File: config.mk
export PLATFORM = sky130hd
export DESIGN_NAME = log_slot_crc_scanner_top_flat
export DESIGN_NICKNAME = d
export VERILOG_FILES = /design/src/rtl/lscs_pkg.sv /design/src/rtl/lscs_if.sv /design/src/rtl/lscs_in_stage.sv /design/src/rtl/lscs_slot_engine.sv /design/src/rtl/log_slot_crc_scanner_top.sv /design/src/flat_wrapper.sv
export SDC_FILE = /design/constraint.sdc
export NUM_CORES = 1
export LEC_CHECK = 0
export BUFFER_PORTS_ARGS = -buffer_cell sky130_fd_sc_hd__buf_2
export CORE_UTILIZATION = 60
export DETAILED_ROUTE_END_ITERATION = 10
export HOLD_SLACK_MARGIN = 0.1
export PLACE_DENSITY = 0.88
export SYNTH_ARGS = -nofsm -noshare
export SYNTH_HDL_FRONTEND = slang
export SYNTH_SLANG_ARGS = --single-unit
File: constraint.sdc
create_clock -name clk -period 5.4 [get_ports clk]
set_input_delay 1.08 -clock clk [delete_from_list [all_inputs] [get_ports clk]]
set_output_delay 1.08 -clock clk [all_outputs]
set_load 0.01 [all_outputs]
File: src/rtl/lscs_pkg.sv
// Shared constants, types and the CRC byte step for the log slot CRC scanner.
package lscs_pkg;

  // Slot geometry
  localparam int SLOT_BYTES = 64;
  localparam int SLOT_COUNT = 32;
  localparam int POS_W      = $clog2(SLOT_BYTES);
  localparam int CNT_W      = $clog2(SLOT_COUNT + 1);

  // Text may end no later than this position; the stored CRC follows it
  localparam int TEXT_LIMIT = SLOT_BYTES - 3;

  localparam logic [15:0] CRC_INIT = 16'hFFFF;

  typedef logic [POS_W-1:0] pos_t;
  typedef logic [CNT_W-1:0] cnt_t;
  typedef logic [4:0]       slot_idx_t;
  typedef logic [5:0]       free_slot_t;
  typedef logic [1:0]       crc_cnt_t;

  // Request held in the input register
  typedef struct packed {
    logic       valid;
    logic [7:0] data_byte;
    logic       start_scan;
  } lscs_item_t;

  // CRC-16/CCITT-FALSE, one byte, table-free form
  function automatic logic [15:0] crc_byte(input logic [15:0] crc, input logic [7:0] b);
    logic [7:0] x;
    x = crc[15:8] ^ b;
    x = x ^ (x >> 4);
    return {crc[7:0], 8'h00} ^ {x[3:0], 12'h000} ^ {3'b000, x, 5'b00000}
           ^ {8'h00, x};
  endfunction

endpackage

File: src/rtl/lscs_if.sv
// Handshake channels for the scanner: byte input and slot result output.
interface lscs_in_if import lscs_pkg::*; ();
  logic       valid;
  logic       ready;
  logic [7:0] data_byte;
  logic       start_scan;

  modport source(output valid, output data_byte, output start_scan, input ready);
  modport sink(input valid, input data_byte, input start_scan, output ready);
endinterface

interface lscs_out_if import lscs_pkg::*; ();
  logic       valid;
  logic       ready;
  slot_idx_t  slot_index;
  logic       slot_valid;
  logic       slot_empty;
  logic       scan_done;
  free_slot_t next_free_slot;

  modport source(output valid, output slot_index, output slot_valid,
                 output slot_empty, output scan_done, output next_free_slot,
                 input ready);
  modport sink(input valid, input slot_index, input slot_valid,
               input slot_empty, input scan_done, input next_free_slot,
               output ready);
endinterface

File: src/rtl/lscs_in_stage.sv
// Input register: captures one byte request and holds it until the engine takes it.
module lscs_in_stage import lscs_pkg::*; (
  input  logic        clk,
  input  logic        rst_n,
  lscs_in_if.sink     in_ch,
  input  logic        take,
  output lscs_item_t  item
);

  logic       valid_r;
  logic [7:0] data_r;
  logic       start_r;

  // Free when empty or when the held request leaves this cycle
  assign in_ch.ready = !valid_r || take;

  always_ff @(posedge clk) begin
    if (!rst_n) begin
      valid_r <= 1'b0;
    end else if (in_ch.ready) begin
      valid_r <= in_ch.valid;
    end
  end

  // Payload, no reset needed
  always_ff @(posedge clk) begin
    if (in_ch.ready && in_ch.valid) begin
      data_r  <= in_ch.data_byte;
      start_r <= in_ch.start_scan;
    end
  end

  assign item = '{valid: valid_r, data_byte: data_r, start_scan: start_r};

endmodule

File: src/rtl/lscs_slot_engine.sv
// Scan state, per-byte CRC/terminator update and the slot result register.
module lscs_slot_engine import lscs_pkg::*; (
  input  logic        clk,
  input  logic        rst_n,
  input  lscs_item_t  item,
  output logic        take,
  input  logic        cfg_we,
  input  logic        cfg_wdata,
  lscs_out_if.source  out_ch
);

  // Scan state
  pos_t        pos_r,   pos_nxt;
  logic [15:0] crc_r,   crc_nxt;
  logic        term_r,  term_nxt;
  logic        real_r,  real_nxt;
  logic [15:0] cap_r,   cap_nxt;
  crc_cnt_t    ntk_r,   ntk_nxt;
  logic        fbz_r,   fbz_nxt;
  cnt_t        cnt_r,   cnt_nxt;
  logic        stop_r,  stop_nxt;
  logic        req_term_r;

  // Result register
  logic        out_valid_r;
  slot_idx_t   idx_r,   idx_nxt;
  logic        sval_r,  sval_nxt;
  logic        semp_r,  semp_nxt;
  logic        done_r,  done_nxt;
  free_slot_t  free_r,  free_nxt;
  logic        emit;

  // Process the held request once the result register has room
  assign take = item.valid && (!out_valid_r || out_ch.ready);

  // One byte of scan work
  always_comb begin
    logic [7:0] b;
    logic       ok;
    b        = item.data_byte;
    pos_nxt  = item.start_scan ? '0 : pos_r;
    crc_nxt  = item.start_scan ? CRC_INIT : crc_r;
    term_nxt = item.start_scan ? 1'b0 : term_r;
    real_nxt = item.start_scan ? 1'b0 : real_r;
    cap_nxt  = item.start_scan ? '0 : cap_r;
    ntk_nxt  = item.start_scan ? '0 : ntk_r;
    fbz_nxt  = item.start_scan ? 1'b0 : fbz_r;
    cnt_nxt  = item.start_scan ? '0 : cnt_r;
    stop_nxt = item.start_scan ? 1'b0 : stop_r;
    emit     = 1'b0;
    ok       = 1'b0;
    idx_nxt  = slot_idx_t'(cnt_nxt);
    sval_nxt = 1'b0;
    semp_nxt = 1'b0;
    done_nxt = 1'b0;
    free_nxt = '0;

    if (!stop_nxt) begin
      if (pos_nxt == '0) begin
        fbz_nxt = (b == 8'h00);
      end
      // CRC over text, then capture of the stored CRC, high byte first
      if (!term_nxt) begin
        crc_nxt = crc_byte(crc_nxt, b);
        if (b == 8'h00 && pos_nxt < pos_t'(TEXT_LIMIT)) begin
          term_nxt = 1'b1;
          real_nxt = 1'b1;
        end else if (pos_nxt >= pos_t'(TEXT_LIMIT)) begin
          term_nxt = 1'b1;
          real_nxt = 1'b0;
        end
      end else if (ntk_nxt < 2'd2) begin
        cap_nxt = {cap_nxt[7:0], b};
        ntk_nxt = ntk_nxt + 2'd1;
      end

      if (pos_nxt != pos_t'(SLOT_BYTES - 1)) begin
        pos_nxt = pos_nxt + pos_t'(1);
      end else begin
        // Slot end: judge it and report
        ok = !fbz_nxt && (ntk_nxt == 2'd2) && (crc_nxt == cap_nxt) &&
             (!req_term_r || real_nxt);
        idx_nxt  = slot_idx_t'(cnt_nxt);
        semp_nxt = fbz_nxt;
        sval_nxt = ok;
        if (ok) begin
          cnt_nxt  = cnt_nxt + cnt_t'(1);
          done_nxt = (cnt_nxt >= cnt_t'(SLOT_COUNT));
        end else begin
          done_nxt = 1'b1;
        end
        free_nxt = free_slot_t'(cnt_nxt);
        stop_nxt = done_nxt;
        emit     = 1'b1;
        pos_nxt  = '0;
        crc_nxt  = CRC_INIT;
        term_nxt = 1'b0;
        real_nxt = 1'b0;
        cap_nxt  = '0;
        ntk_nxt  = '0;
        fbz_nxt  = 1'b0;
      end
    end
  end

  // State registers
  always_ff @(posedge clk) begin
    if (!rst_n) begin
      pos_r      <= '0;
      crc_r      <= CRC_INIT;
      term_r     <= 1'b0;
      real_r     <= 1'b0;
      cap_r      <= '0;
      ntk_r      <= '0;
      fbz_r      <= 1'b0;
      cnt_r      <= '0;
      stop_r     <= 1'b1;
      req_term_r <= 1'b0;
    end else begin
      if (cfg_we) begin
        req_term_r <= cfg_wdata;
      end
      if (take) begin
        pos_r  <= pos_nxt;
        crc_r  <= crc_nxt;
        term_r <= term_nxt;
        real_r <= real_nxt;
        cap_r  <= cap_nxt;
        ntk_r  <= ntk_nxt;
        fbz_r  <= fbz_nxt;
        cnt_r  <= cnt_nxt;
        stop_r <= stop_nxt;
      end
    end
  end

  // Result valid
  always_ff @(posedge clk) begin
    if (!rst_n) begin
      out_valid_r <= 1'b0;
    end else if (take && emit) begin
      out_valid_r <= 1'b1;
    end else if (out_ch.ready) begin
      out_valid_r <= 1'b0;
    end
  end

  // Result payload
  always_ff @(posedge clk) begin
    if (take && emit) begin
      idx_r  <= idx_nxt;
      sval_r <= sval_nxt;
      semp_r <= semp_nxt;
      done_r <= done_nxt;
      free_r <= free_nxt;
    end
  end

  assign out_ch.valid          = out_valid_r;
  assign out_ch.slot_index     = idx_r;
  assign out_ch.slot_valid     = sval_r;
  assign out_ch.slot_empty     = semp_r;
  assign out_ch.scan_done      = done_r;
  assign out_ch.next_free_slot = free_r;

endmodule

File: src/rtl/log_slot_crc_scanner_top.sv
// Log slot CRC scanner: top level joining the input register and the slot engine.
// The last byte of a slot is held in the input register; the engine then writes its
// result into the result register once that register has room.
// Throughput: one byte per cycle; the input register and the result register
// decouple the two channels, so the stream stalls only while a result waits.
// Reset (rst_n low, synchronous): scan stopped until a byte with start_scan,
// require_terminator cleared, no result pending.
module log_slot_crc_scanner_top import lscs_pkg::*; (
  input  logic        clk,
  input  logic        rst_n,
  lscs_in_if.sink     in_ch,
  lscs_out_if.source  out_ch,
  input  logic        cfg_we,
  input  logic        cfg_wdata
);

  lscs_item_t item;
  logic       take;

  lscs_in_stage u_in_stage (
    .clk   (clk),
    .rst_n (rst_n),
    .in_ch (in_ch),
    .take  (take),
    .item  (item)
  );

  lscs_slot_engine u_engine (
    .clk       (clk),
    .rst_n     (rst_n),
    .item      (item),
    .take      (take),
    .cfg_we    (cfg_we),
    .cfg_wdata (cfg_wdata),
    .out_ch    (out_ch)
  );

  // A free result side never blocks the byte stream
  a_ready_flow: assert property (@(posedge clk) disable iff (!rst_n)
    out_ch.ready |-> in_ch.ready)
    else $error("input stalled while result side ready");

  // Reset leaves no result pending
  a_reset_clear: assert property (@(posedge clk)
    !rst_n |=> !out_ch.valid)
    else $error("result valid after reset");

  // An empty slot is never reported valid
  a_empty_invalid: assert property (@(posedge clk) disable iff (!rst_n)
    out_ch.valid |-> !(out_ch.slot_valid && out_ch.slot_empty))
    else $error("slot both valid and empty");

  // A rejected slot always ends the scan
  a_bad_stops: assert property (@(posedge clk) disable iff (!rst_n)
    (out_ch.valid && !out_ch.slot_valid) |-> out_ch.scan_done)
    else $error("bad slot did not stop the scan");

endmodule

File: src/flat_wrapper.sv
// flat-port wrapper written by rule: the top's interface ports become plain ports
module log_slot_crc_scanner_top_flat import lscs_pkg::*;
  (clk, rst_n, cfg_we, cfg_wdata, in_ch_valid, in_ch_data_byte, in_ch_start_scan, in_ch_ready, out_ch_valid, out_ch_slot_index, out_ch_slot_valid, out_ch_slot_empty, out_ch_scan_done, out_ch_next_free_slot, out_ch_ready);
  lscs_in_if in_ch_i ();
  lscs_out_if out_ch_i ();
  input  logic clk;
  input  logic rst_n;
  input  logic cfg_we;
  input  logic cfg_wdata;
  input wire logic [$bits(in_ch_i.valid)-1:0] in_ch_valid;
  input wire logic [$bits(in_ch_i.data_byte)-1:0] in_ch_data_byte;
  input wire logic [$bits(in_ch_i.start_scan)-1:0] in_ch_start_scan;
  output wire logic [$bits(in_ch_i.ready)-1:0] in_ch_ready;
  output wire logic [$bits(out_ch_i.valid)-1:0] out_ch_valid;
  output wire logic [$bits(out_ch_i.slot_index)-1:0] out_ch_slot_index;
  output wire logic [$bits(out_ch_i.slot_valid)-1:0] out_ch_slot_valid;
  output wire logic [$bits(out_ch_i.slot_empty)-1:0] out_ch_slot_empty;
  output wire logic [$bits(out_ch_i.scan_done)-1:0] out_ch_scan_done;
  output wire logic [$bits(out_ch_i.next_free_slot)-1:0] out_ch_next_free_slot;
  input wire logic [$bits(out_ch_i.ready)-1:0] out_ch_ready;
  assign in_ch_i.valid = in_ch_valid;
  assign in_ch_i.data_byte = in_ch_data_byte;
  assign in_ch_i.start_scan = in_ch_start_scan;
  assign in_ch_ready = in_ch_i.ready;
  assign out_ch_valid = out_ch_i.valid;
  assign out_ch_slot_index = out_ch_i.slot_index;
  assign out_ch_slot_valid = out_ch_i.slot_valid;
  assign out_ch_slot_empty = out_ch_i.slot_empty;
  assign out_ch_scan_done = out_ch_i.scan_done;
  assign out_ch_next_free_slot = out_ch_i.next_free_slot;
  assign out_ch_i.ready = out_ch_ready;
  log_slot_crc_scanner_top u_core (.clk(clk), .rst_n(rst_n), .in_ch(in_ch_i), .out_ch(out_ch_i), .cfg_we(cfg_we), .cfg_wdata(cfg_wdata));
endmodule
==> results of run 1 <==
[worst reg2reg max path, cell delays in order (launching register included)]
cell and delay [ns]:
sky130_fd_sc_hd__dfxtp_1 0.93, sky130_fd_sc_hd__nand2b_1 0.62, sky130_fd_sc_hd__mux2i_1 0.28, sky130_fd_sc_hd__o22a_1 0.25, sky130_fd_sc_hd__a2111oi_0 0.51, sky130_fd_sc_hd__nand4_1 0.16
sky130_fd_sc_hd__nor4_1 0.37, sky130_fd_sc_hd__and4_1 0.49, sky130_fd_sc_hd__nand4_1 0.23, sky130_fd_sc_hd__mux2i_1 0.16
[area by class of cell]
cell class                 count  area (um2)  area share
clock buffer                   9       123.9     0.02317
clock inverter                 7       97.59     0.01825
inverter                       6       22.52    0.004212
multi-input combinational    467        3035      0.5678
sequential                    76        1752      0.3276
tap                          102       127.6     0.02387
timing repair buffer          35       187.7     0.03510
[report_power, final]
group	leakage [nW]	internal (W)	switching [W]
Clock	0.108	0.000263	0.000231
Combinational	1.19	0.000119	0.000166
Sequential	0.681	0.000602	0.0000336
Total	1.98	0.000984	0.000430
[stage by stage]
stage | hold slack, ns | utilization
floorplan | 0.4379 | -
global placement | 0.4525 | 0.6497
detailed placement | 0.4661 | 0.6497
CTS | 0.4771 | 0.6778
global route | 0.5016 | 0.6778
finish | 0.4758 | 0.6778
[state kept, by name (all words and copies together), names as in the netlist, 2 cells and up]
signal                                 count
u_core.u_engine.cap_r                     16
u_core.u_engine.crc_r                     16
u_core.u_in_stage.data_r                   8
u_core.u_engine.cnt_r                      6
u_core.u_engine.out_ch.next_free_slot      6
u_core.u_engine.pos_r                      6
u_core.u_engine.out_ch.slot_index          5
u_core.u_engine.ntk_r                      2
[layout by cell type (no fill, tap or decap), types with 5 or more instances in the layout]
cell,n
sky130_fd_sc_hd__nand2b_1,5
sky130_fd_sc_hd__a22oi_1,11
sky130_fd_sc_hd__o22ai_1,13
sky130_fd_sc_hd__buf_2,30
sky130_fd_sc_hd__nand3_1,30
sky130_fd_sc_hd__o31ai_1,9
sky130_fd_sc_hd__ha_1,5
sky130_fd_sc_hd__a21boi_0,12
sky130_fd_sc_hd__nand2_1,88
sky130_fd_sc_hd__o21ai_0,21
sky130_fd_sc_hd__xnor2_1,22
sky130_fd_sc_hd__dfxtp_1,53
sky130_fd_sc_hd__a21oi_1,24
sky130_fd_sc_hd__mux2i_1,15
sky130_fd_sc_hd__xor2_1,13
sky130_fd_sc_hd__o211ai_1,6
sky130_fd_sc_hd__nor2b_1,29
sky130_fd_sc_hd__nand4_1,10
sky130_fd_sc_hd__buf_4,5
sky130_fd_sc_hd__inv_1,5
sky130_fd_sc_hd__or3_1,9
sky130_fd_sc_hd__clkbuf_8,9
sky130_fd_sc_hd__and2_1,9
sky130_fd_sc_hd__nor3_1,10
sky130_fd_sc_hd__edfxtp_1,23
sky130_fd_sc_hd__nor4_1,7
sky130_fd_sc_hd__nor2_1,37
[layer usage]
metal / part of all wire / vias up / wire length, um
li1: - / 2165 / -
met1: 0.41 / 2167 / 5538
met4: 0.037 / 0 / 512
met3: 0.12 / 65 / 1581
met2: 0.44 / 300 / 6041
met5: 0 / - / 0
[cell families after synthesis]
family	Yosys count
AOI/OAI and AO/OA	139
xor gates and xnor gates	42
adders and majority gates	5
buffers and inverters	47
DFF	76
muxes	18
and+or+nand+nor	263
[final timing paths]
path | start | end | slack, ns | cells after the start
setup / recovery | u_core.u_engine.term_r | u_core.u_engine.out_ch.next_free_slot[4] | 1.16 | 9
setup reg to reg | u_core.u_engine.term_r | u_core.u_engine.out_ch.next_free_slot[4] | 1.16 | 9
hold reg to reg | u_core.u_engine.cap_r[13] | u_core.u_engine.cap_r[13] | 0.48 | 2
hold / removal | u_core.u_engine.cap_r[13] | u_core.u_engine.cap_r[13] | 0.48 | 2
==> run summary, run 1 <==
The synthesized netlist net count came out at slightly above 600. In the global route stage, met3 resource usage came out at 0.09350. The half-perimeter wire length after placement is around 9.4 mm. Setup repair after global routing left no endpoint under its margin. For the pin with the worst max-slew slack, the measured transition is between 1 and 1.5 ns. The chip width is between 90 and 100 um. The net total in the final layout came out at 615. The run finished with clean final reports.

The share of the synthesized netlist area taken by xor and xnor gates is 0.08898. The number of standard cells in the final layout excluding fillers came out at ~700. For this design, the sink count on the clock tree is 76.

The floorplan row count is 32. Measured against the total synthesized area, the mux share comes to 0.03674. The total of warnings raised by yosys came out at 0. The cell count after placement came out at 686. The met2 global-route usage is 0.4988. The total die area came out at roughly 8700 um2.

The number of diodes came out at 0. The worst-case setup margin in the final layout came out at about 1.2 ns. The area of the placeable core came out at 7888 um2.

The residual antenna-violating net count after detailed routing is 0. In this run, post-CTS repair resized a total of 0 instances. The worst clock skew on the final layout is between 0.01 and 0.015 ns. The number of instances in the synthesized netlist is 590.

The first-pass GRT wire length came out at around 22 mm. For this run, the slowest stage of the critical path takes between 0.9 and 1 ns. The count of filler cells inserted in the layout is 644. Of the total synthesized cell area, the portion taken by AND, OR, NAND and NOR gates is 0.2707. Of all cell types, the one taking the most synthesized area is sky130_fd_sc_hd__dfxtp_1. The clock slew at the register clock pins of the worst setup and hold paths came out at approximately 0.090 ns. The final period demand of the worst path is ~4.2 ns. The total count of hold-check failures in the final report came out at 0. The initial antenna violation count is 0. The average wire per standard cell is just under 20 um. The count of buffering cells on the critical path with inverters included came out at 0. In this run the post-CTS setup repair buffer count came out at 0. Of all nets on the critical path, the largest fanout is 27.

The via count of the first global-routing pass came to roughly 4400. The number of placed I/O pins came out at 31. Dividing the final minimum period by the clock period gives 0.7859. The number of failing setup endpoints in the final timing report came out at 0.

In this run the most used layer during global routing was met2. The setup TNS after final layout came out at 0 ns. After detailed routing, the number of remaining DRC violations is 0. The number of max-slew violations in the final report is 0. The worst pin sits at a relative slew slack of 0.2552. The slowest library cell on the worst path is sky130_fd_sc_hd__dfxtp_1. CTS placed an instance of sky130_fd_sc_hd__clkbuf_8 at the clock tree root. In the synthesized netlist the dominant register cell turns out to be sky130_fd_sc_hd__dfxtp_1. The count of routing violations after the opening detailed-route iteration came out at roughly 430. The average vias per placed instance came out at between 6 and 7. The starting density of the core is 0.6347. Broken down by cell family, the worst path's largest delay share belongs to simple AND/OR/NAND/NOR gates. The total congestion overflow is 0. The number of enable-type register cells in the synthesized netlist came out at 23. The highest clock rate came out at 235.6 MHz. The number of unique standard cell types used by synthesis came out at 75. The post-placement setup slack came out at around 1.3 ns.

After synthesis, the share of flip-flops with an asynchronous set or reset is 0. The total via count in the routed design is approximately 4700. The met1 capacity usage during global routing came out at 0.4292. The synthesis-to-finish area growth came out at 6.798%.

The post-detailed-routing wire length came out at about 14 mm. The number of buffers created by CTS came out at 9. The final weighted congestion of routability-driven global placement came out at about 1. The number of flip-flops and latches in the synthesized netlist is 76. The post-synthesis adder-cell area fraction came out at 0.01250. The count of H-tree levels built during CTS is 3.

The overall die height is 93.34 um. Each instance of the synthesized netlist takes up on average roughly 8.5 um2. The area after detailed placement came out at around 5100 um2. The data arrival at the endpoint of the critical path is approximately 4.4 ns. Yosys attributes the largest share of cell area to sky130_fd_sc_hd__dfxtp_1, sky130_fd_sc_hd__edfxtp_1, sky130_fd_sc_hd__nand2_1.

The maximum count of clock buffers along a single path is 2. After synthesis the cells add up to 5006 um2. The synthesized-area fraction occupied by ao, oa, aoi and oai cells is 0.1970.

The count of maximum capacitance violations came out at 0. TritonCTS built the clock tree. The number of I/O port buffers is 30. In this run the worst hold path is classified as flip-flop to flip-flop. The first TritonRoute pass finished after 7 iterations. The worst setup path is captured at a flip-flop.

The commonest cells after synthesis are sky130_fd_sc_hd__nand2_1, sky130_fd_sc_hd__dfxtp_1, sky130_fd_sc_hd__nor2_1. The clock latency on the worst-skew pair came out at 0.36 ns. The worst setup path category is flip-flop to flip-flop. The post-route cell area came out at ~5300 um2. For this run, the total global-route usage over all layers was measured as 0.3290. The required time of the critical path came out at 5.51 ns. IR analysis of the VDD net gives a maximum drop of ~0.16 mV. The total power consumption of the routed design came out at ~0.0014 W. The total power per unit cell area came out at about 260 nW/um2. STA classifies the critical path startpoint as a flip-flop. The number of hold-repair buffers added at the cts stage came out at 0. By area, the combinational part of the netlist is dominated by simple AND/OR/NAND/NOR gates.

Of the post-synthesis cell area, the dominant cell type holds 0.2119. In the final layout, the share of cells above drive strength 1 is 0.1167. The most repeated cell in the gate-level netlist after synthesis is sky130_fd_sc_hd__nand2_1. The leakage power total came out at around 2.0 nW. Of the synthesized area, sequential elements account for 0.3499. Entering global routing, the biggest net connects 79 pins. Traced cell by cell, the critical path runs through nand2b_1 -> mux2i_1 -> o22a_1 -> a2111oi_0 -> nand4_1 -> nor4_1 -> and4_1 -> nand4_1 -> mux2i_1.
(Power assumes the default switching activity.)
==> run 2: changes to the inputs <==
Settings changed: ABC_AREA set to 1, CORE_UTILIZATION 60 to 56, PLACE_DENSITY 0.88 to 0.86.
Clock period 5.4 ns to 3.8 ns, I/O delays scaled along.
==> run 2 against run 1 <==
Against the previous run: the run now ends with design-rule violations left; power is 36% higher; sequential share of layout area is 0.98 points lower; critical path type unchanged; via count is 18% higher; first-iteration DRC count is 1.4% higher; core utilization is 5.2 points lower; register-to-register slack worse by 0.67 ns; critical endpoint is now u_core.u_engine.out_ch.next_free_slot[3]; cell count is 32% higher; count of clock-buffer cells in the layout is 1 higher; global-route usage is 0.67 points higher; hold slack worse by 0.020 ns; highest routed layer unchanged.
==> run summary, run 2 <==
The flow ran to the end, but the final reports show violations. The final reports fail on design-rule violations. The largest registers in the layout are u_core.u_engine.cap_r: 16 flops, u_core.u_engine.crc_r: 16 flops, u_core.u_in_stage.data_r: 8 flops.

The maximum fanout count along the critical path came out at 31. The worst setup path is launched from a flip-flop. The data arrival at the endpoint of the critical path came out at between 3 and 4 ns. The first-pass GRT wire length came out at 25.36 mm. The final critical-path share of the clock period is 0.8723. The number of flip-flops and latches in the synthesized netlist is 76.

Pin placement for this block handled 31 I/O pins. The via count of the first global-routing pass is 5379. The cell count after placement is a little over 900.

The half-perimeter wire length after placement is 10.66 mm. The slowest library cell on the worst path is sky130_fd_sc_hd__edfxtp_1. The initial antenna violation count is 0. The total die area is between 9000 and 10000 um2. The maximum resistive drop on vdd is roughly 0.27 mV.

The root buffer cell chosen for the clock tree is sky130_fd_sc_hd__clkbuf_8. The worst max-slew margin expressed relative to the limit is 0.5232. The total routing resource utilization after global routing came out at 0.3356.

The sequential share of the synthesized area is 0.3415. The clock sink count came out at between 70 and 80. The count of H-tree levels built during CTS is 3. The overall die height is a little under 100 um. The synthesized netlist net count is between 800 and 900. By area the synthesized netlist is led by sky130_fd_sc_hd__dfxtp_1, sky130_fd_sc_hd__nand2_1, sky130_fd_sc_hd__edfxtp_1. Walking the worst path, the cells encountered are nor2_4 -> nand2_2 -> o21ai_1 -> nand3b_1 -> nand4_1 -> nor2_1 -> nand3b_1 -> nor2_4 -> nand2_2 -> o21ai_0 -> a21oi_1.

The path class of the lowest-slack min-delay path is flip-flop to flip-flop. The starting density of the core came out at 0.5824. The post-detailed-routing wire length came out at roughly 15 mm. During placement, the flow inserted port buffers numbering 30. The leakage power total is 2.615 nW. The number of buffers created by CTS is 9.

The total power consumption of the routed design is a little under 0.002 W. The worst-margin pin slew came out at about 0.7 ns. The cell count after synthesis came out at a little under 800.

The maximum count of clock buffers along a single path is 2. The fraction of synthesis flops using an asynchronous set or reset pin is 0. The floorplan row count is 34. The clock latency on the worst-skew pair came out at about 0.37 ns. The post-CTS setup-driven buffer insertion count is 0. The tool flagged a number of max-cap violations equal to 0. The residual antenna-violating net count after detailed routing came out at 0. The synthesized area is between 5000 and 6000 um2. The filler cells instantiated in the layout total 822. Tracing the worst setup path back leads to its startpoint at u_core.u_in_stage.start_r. The share of synthesized area in the top cell type comes to 0.2069. The count of routing violations after the opening detailed-route iteration came out at 437. The final period demand of the worst path is between 3 and 4 ns.

Leaving out fill and tap cells, the most frequent cell in the layout is sky130_fd_sc_hd__nand2_1. Once layout is complete, the cells apart from fillers number between 900 and 1000. Measured in cells, the most critical reg-to-reg path has a length of 11. The average wire per standard cell is 16.36 um.

The worst register-to-register path begins at u_core.u_in_stage.start_r. The setup TNS after final layout came out at 0 ns. In this run the critical register-to-register path is captured at u_core.u_engine.out_ch.next_free_slot[3].

After floorplanning, the core was sized to cover 8806 um2. The required time of the critical path is ~3.9 ns. The endpoint of the worst hold path is u_core.u_engine.pos_r[1]. Among all flip-flop cells after synthesis, the most frequent one is sky130_fd_sc_hd__dfxtp_1. The total of warnings raised by yosys is 0. The origin of the worst min-delay path is u_core.u_engine.pos_r[1]. The total congestion overflow is 0. The number of hold-repair buffers added at the cts stage is 0. Yosys instantiated no cell more often than sky130_fd_sc_hd__nand2_1. The total via count in the routed design came out at around 5600. The highest clock rate came out at about 300 MHz.

On the worst path, the slowest cell contributes a delay of 0.63 ns. Power spread over the standard cell area amounts to between 300 and 400 nW/um2. The net total in the final layout came out at between 800 and 900.

The type of destination of the critical path is a flip-flop. The average vias per placed instance came out at between 5 and 6. The worst setup path is of the flip-flop to flip-flop kind.

The worst clock skew on the final layout came out at 0.01170 ns. The number of design rule violations left after detail routing is 6. Yosys mapped the design onto 40 distinct sky130hd cell types. The fraction of final layout cells sized beyond drive strength 1 is 0.1195. For flop-to-flop paths, the worst setup slack is between 0.4 and 0.5 ns.

The number of cells traversed by the worst hold path came out at 2. The library cells used most frequently in the layout, excluding fill and tap cells, are sky130_fd_sc_hd__nand2_1, sky130_fd_sc_hd__inv_1, sky130_fd_sc_hd__nand3_1. The clock slew at the register clock pins of the worst setup and hold paths is roughly 0.090 ns.

The CTS tree is done. Setup repair after global routing left no endpoint under its margin. The number of enable-type register cells in the synthesized netlist came out at 23. The final weighted congestion of routability-driven global placement is between 1 and 1.5. The total count of hold-check failures in the final report came out at 0. The largest net degree at the start of global routing came out at 45. The count of cells resized by post-cts repair is 0.

The number of failing setup endpoints in the final timing report came out at 0. Counting instances in the post-synthesis netlist gives the leading cell types as sky130_fd_sc_hd__nand2_1, sky130_fd_sc_hd__inv_1, sky130_fd_sc_hd__nand3_1. The number of diodes is 0. Of all cell types, the one taking the most synthesized area is sky130_fd_sc_hd__dfxtp_1. The number of max-slew violations in the final report came out at 0. The first-pass iteration count of the detailed router is 9. The average cell area after synthesis came out at 6.443 um2. The chip width is 97.70 um. The synthesis-to-finish area growth came out at 7.465%.
## run 2: where the power goes
group          switching (W)  internal [W]  leakage, nW
Combinational       0.000249      0.000106         1.84
Clock               0.000345      0.000326        0.101
Sequential         0.0000335      0.000868        0.675
Total               0.000628       0.00130         2.62
## run 2: area by class of cell
cell class              count  area, um2  share of cell area
multi-input cells         589       2810              0.5099
repair buffers             42      240.2             0.04359
clock inverters             6      67.56             0.01226
inverters                  97      369.1             0.06697
flip-flops and latches     76       1752              0.3178
well taps                 108      135.1             0.02452
clock buffers              10      137.6             0.02497
## run 2: how the worst max path moves through the flow
stage	endpoint	slack, ns
CTS	u_core.u_engine.out_ch.next_free_slot[3]	0.56
detailed placement	u_core.u_engine.out_ch.next_free_slot[3]	0.58
global route	u_core.u_engine.out_ch.next_free_slot[3]	0.30
finish	u_core.u_engine.out_ch.next_free_slot[3]	0.49
floorplan	u_core.u_engine.out_ch.next_free_slot[3]	0.88
global placement	u_core.u_engine.out_ch.next_free_slot[3]	0.69
## run 2: critical path, delay by kind of cell, from the launching register on
| family | cells | cell delay [ns] |
|---|---|---|
| AND/OR/NAND/NOR | 8 | 1.79 |
| AO/OA/AOI/OAI | 3 | 0.66 |
| flip-flops | 1 | 0.63 |
## run 2: logic make-up (layout without fill, tap and decap cells)
family,Yosys count,count (layout),synth area share
compound gates,150,150,0.1664
buf+inv,131,155,0.1105
fa+ha+maj,5,5,0.01220
flops,76,76,0.3415
xor+xnor,3,3,0.005124
simple gates,431,431,0.3642
## run 2: stage by stage
step	hold slack (ns)	worst slack, ns	utilization	area (um2)
finish	0.4555	0.4852	0.6259	5512
global route	0.5040	0.2963	0.6259	5512
CTS	0.4550	0.5624	0.6259	5512
detailed placement	0.4469	0.5825	0.6026	5306
global placement	0.4411	0.6890	0.6026	5306
floorplan	0.4273	0.8760	-	5129
## run 2: metal layers
layer,GRT usage,share of wire,wire length (um)
met5,0,0,0
met4,0.1993,0.041,628
met3,0.05324,0.088,1334
met2,0.5385,0.46,6921
met1,0.4280,0.41,6301
==> run 3: changes to the inputs <==
Settings changed: CORE_UTILIZATION 56 to 62, PLACE_DENSITY 0.86 to 0.9.
Clock period 3.8 ns to 3.7 ns, I/O delays scaled along.
==> run 3 against run 2 <==
Against the previous run: the run now ends clean; setup slack gained 0.030 ns; routed wire length rose by 2.0%; non-clock buffer count up 1; critical endpoint is now u_core.u_engine.out_ch.next_free_slot[5]; cell area is 0.43% lower; clock power fell by 8.8%.
==> run summary, run 3 (synthesized netlist as in run 2, its figures left out) <==
The total congestion overflow came out at 0. The worst clock skew on the final layout is between 0.009 and 0.01 ns. In this run the worst path has a maximum fanout of 31.

The critical path starts at u_core.u_in_stage.start_r. The leakage power total is roughly 2.6 nW. Summing all non-filler instances in the final layout gives an area of around 5500 um2. The data arrival at the endpoint of the critical path is about 3.3 ns. The number of diodes is 0. The count of H-tree levels built during CTS is 3. The final weighted congestion of routability-driven global placement came out at approximately 1.0. The half-perimeter wire length after placement came out at ~11 mm. The tree is rooted in a sky130_fd_sc_hd__clkbuf_8. The finished layout holds just over 900 standard cells, fillers aside.

TritonCTS built the clock tree. The clock sink count is 76. The count of maximum capacitance violations is 0.

The worst setup path is captured at a flip-flop. Buffers placed on the I/O ports in this run total 30. For this block, the via count after detailed routing is 5612. The count of routing violations after the opening detailed-route iteration is approximately 630.

The average vias per placed instance is 6.080. The cell count after placement is about 900. In the final design database the tool counted approximately 840 nets.

Dividing the final minimum period by the clock period gives 0.8607. The via count of the first global-routing pass is approximately 5200. The maximum count of clock buffers along a single path is 2. The count of filler cells inserted in the layout came out at 701. The run finished with clean final reports.

In this run the vertical extent of the chip is between 90 and 100 um. The beginning of the worst register-to-register path is u_core.u_in_stage.start_r. The largest net degree at the start of global routing came out at 45.

The clock latency on the worst-skew pair is about 0.36 ns. The number of hold-repair buffers added at the cts stage came out at 0. The area of the placeable core came out at 7848 um2. The number of buffers created by CTS came out at 9. The worst hold path belongs to the class flip-flop to flip-flop. The area after detailed placement came out at approximately 5300 um2. The count of nets left with antenna violations once routing finished came out at 0.

Clock-pin slew was measured on the worst setup and hold paths at roughly 0.09 ns. The number of design rule violations left after detail routing is 0. The top cell types in the final layout, fill and taps aside, are sky130_fd_sc_hd__nand2_1, sky130_fd_sc_hd__inv_1, sky130_fd_sc_hd__nand3_1. The floorplan row count is 32.

The worst hold path begins at u_core.u_engine.pos_r[1]. The total count of hold-check failures in the final report is 0. The synthesis-to-finish area growth came out at 7.002%.

The count of cells resized by post-cts repair came out at 0. The final period demand of the worst path is about 3.2 ns. The chip width came out at 92.95 um. The starting density of the core is 0.6535. The largest registers in the layout are u_core.u_engine.cap_r: 16 flops, u_core.u_engine.crc_r: 16 flops, u_core.u_in_stage.data_r: 8 flops. The critical path in this run is classified as flip-flop to flip-flop. The setup TNS after final layout is 0 ns.

The first-pass GRT wire length came out at 24.83 mm. The first-pass iteration count of the detailed router came out at 7. The total routing resource utilization after global routing is 0.3726. The number of placed I/O pins is 31. The total die area is between 8000 and 9000 um2.

The post-CTS setup-driven buffer insertion count is 0. The initial antenna violation count is 0. The total power per unit cell area is 347.4 nW/um2. The fraction of final layout cells sized beyond drive strength 1 is 0.1218. The element type at the critical path start is a flip-flop. The most frequent standard cell in the layout excluding fill and tap cells is sky130_fd_sc_hd__nand2_1. The worst max-slew margin expressed relative to the limit came out at 0.5185. The worst-margin pin slew is slightly above 0.7 ns. At the worst endpoint, the required time is between 3 and 4 ns.

The average wire per standard cell came out at 16.78 um. Setup repair after global routing left no endpoint under its margin. The number of max-slew violations in the final report is 0.

The number of failing setup endpoints in the final timing report is 0. The post-detailed-routing wire length came out at between 15 and 20 mm. The maximum resistive drop on vdd is 0.2827 mV. The highest clock rate came out at 314.0 MHz.
## run 3: critical path: stages (launching register included)
cell	delay (ns)
sky130_fd_sc_hd__edfxtp_1	0.39
sky130_fd_sc_hd__buf_4	0.21
sky130_fd_sc_hd__nor2_4	0.32
sky130_fd_sc_hd__nand2_2	0.43
sky130_fd_sc_hd__o21ai_0	0.45
sky130_fd_sc_hd__inv_1	0.08
sky130_fd_sc_hd__nand3_1	0.09
sky130_fd_sc_hd__nand2_1	0.07
sky130_fd_sc_hd__inv_1	0.05
sky130_fd_sc_hd__nand2_1	0.04
sky130_fd_sc_hd__nor2_1	0.17
sky130_fd_sc_hd__nand2_1	0.07
sky130_fd_sc_hd__nor2_1	0.18
sky130_fd_sc_hd__nand3_1	0.17
sky130_fd_sc_hd__and3_1	0.21
## run 3: final timing paths
| kind | endpoint | slack, ns | cells past startpoint |
|---|---|---|---|
| hold reg to reg | u_core.u_engine.pos_r[1] | 0.47 | 2 |
| setup reg to reg | u_core.u_engine.out_ch.next_free_slot[5] | 0.52 | 14 |
| hold / removal | u_core.u_engine.pos_r[1] | 0.47 | 2 |
| setup / recovery | u_core.u_engine.out_ch.next_free_slot[5] | 0.52 | 14 |
## run 3: cell type report
cell class                      instances  area (um2)  area share
Clock inverter                          7       57.56     0.01049
Clock buffer                            9       123.9     0.02257
Inverter                               97       369.1     0.06726
Multi-Input combinational cell        589        2810      0.5121
Timing Repair Buffer                   43       247.7     0.04514
Tap cell                              102       127.6     0.02326
Sequential cell                        76        1752      0.3192
## run 3: per-stage QoR
step	setup slack (ns)	utilization	hold WS [ns]	power [W]
5_1_grt	0.2253	0.6993	0.4959	0.001977
3_5_place_dp	0.6254	0.6762	0.4606	0.001297
3_3_place_gp	0.7340	0.6762	0.4491	0.001286
6_report	0.5155	0.6993	0.4714	0.001906
4_1_cts	0.6014	0.6993	0.4754	0.001888
2_1_floorplan	0.7760	-	0.4273	0.001197
## run 3: layer usage
metal / vias to the layer above / track usage / wire (um) / share of wire
met5: - / 0 / 0 / 0
li1: 2643 / - / - / -
met2: 344 / 0.6115 / 7163 / 0.46
met4: 0 / 0.1718 / 546 / 0.035
met1: 2564 / 0.4758 / 6164 / 0.40
met3: 61 / 0.06404 / 1617 / 0.10
## run 3: power breakdown
group,switching (W),internal (W),leakage (nW)
Combinational,0.000259,0.000110,1.84
Clock,0.000359,0.000254,0.0886
Sequential,0.0000320,0.000891,0.675
Total,0.000651,0.00126,2.61
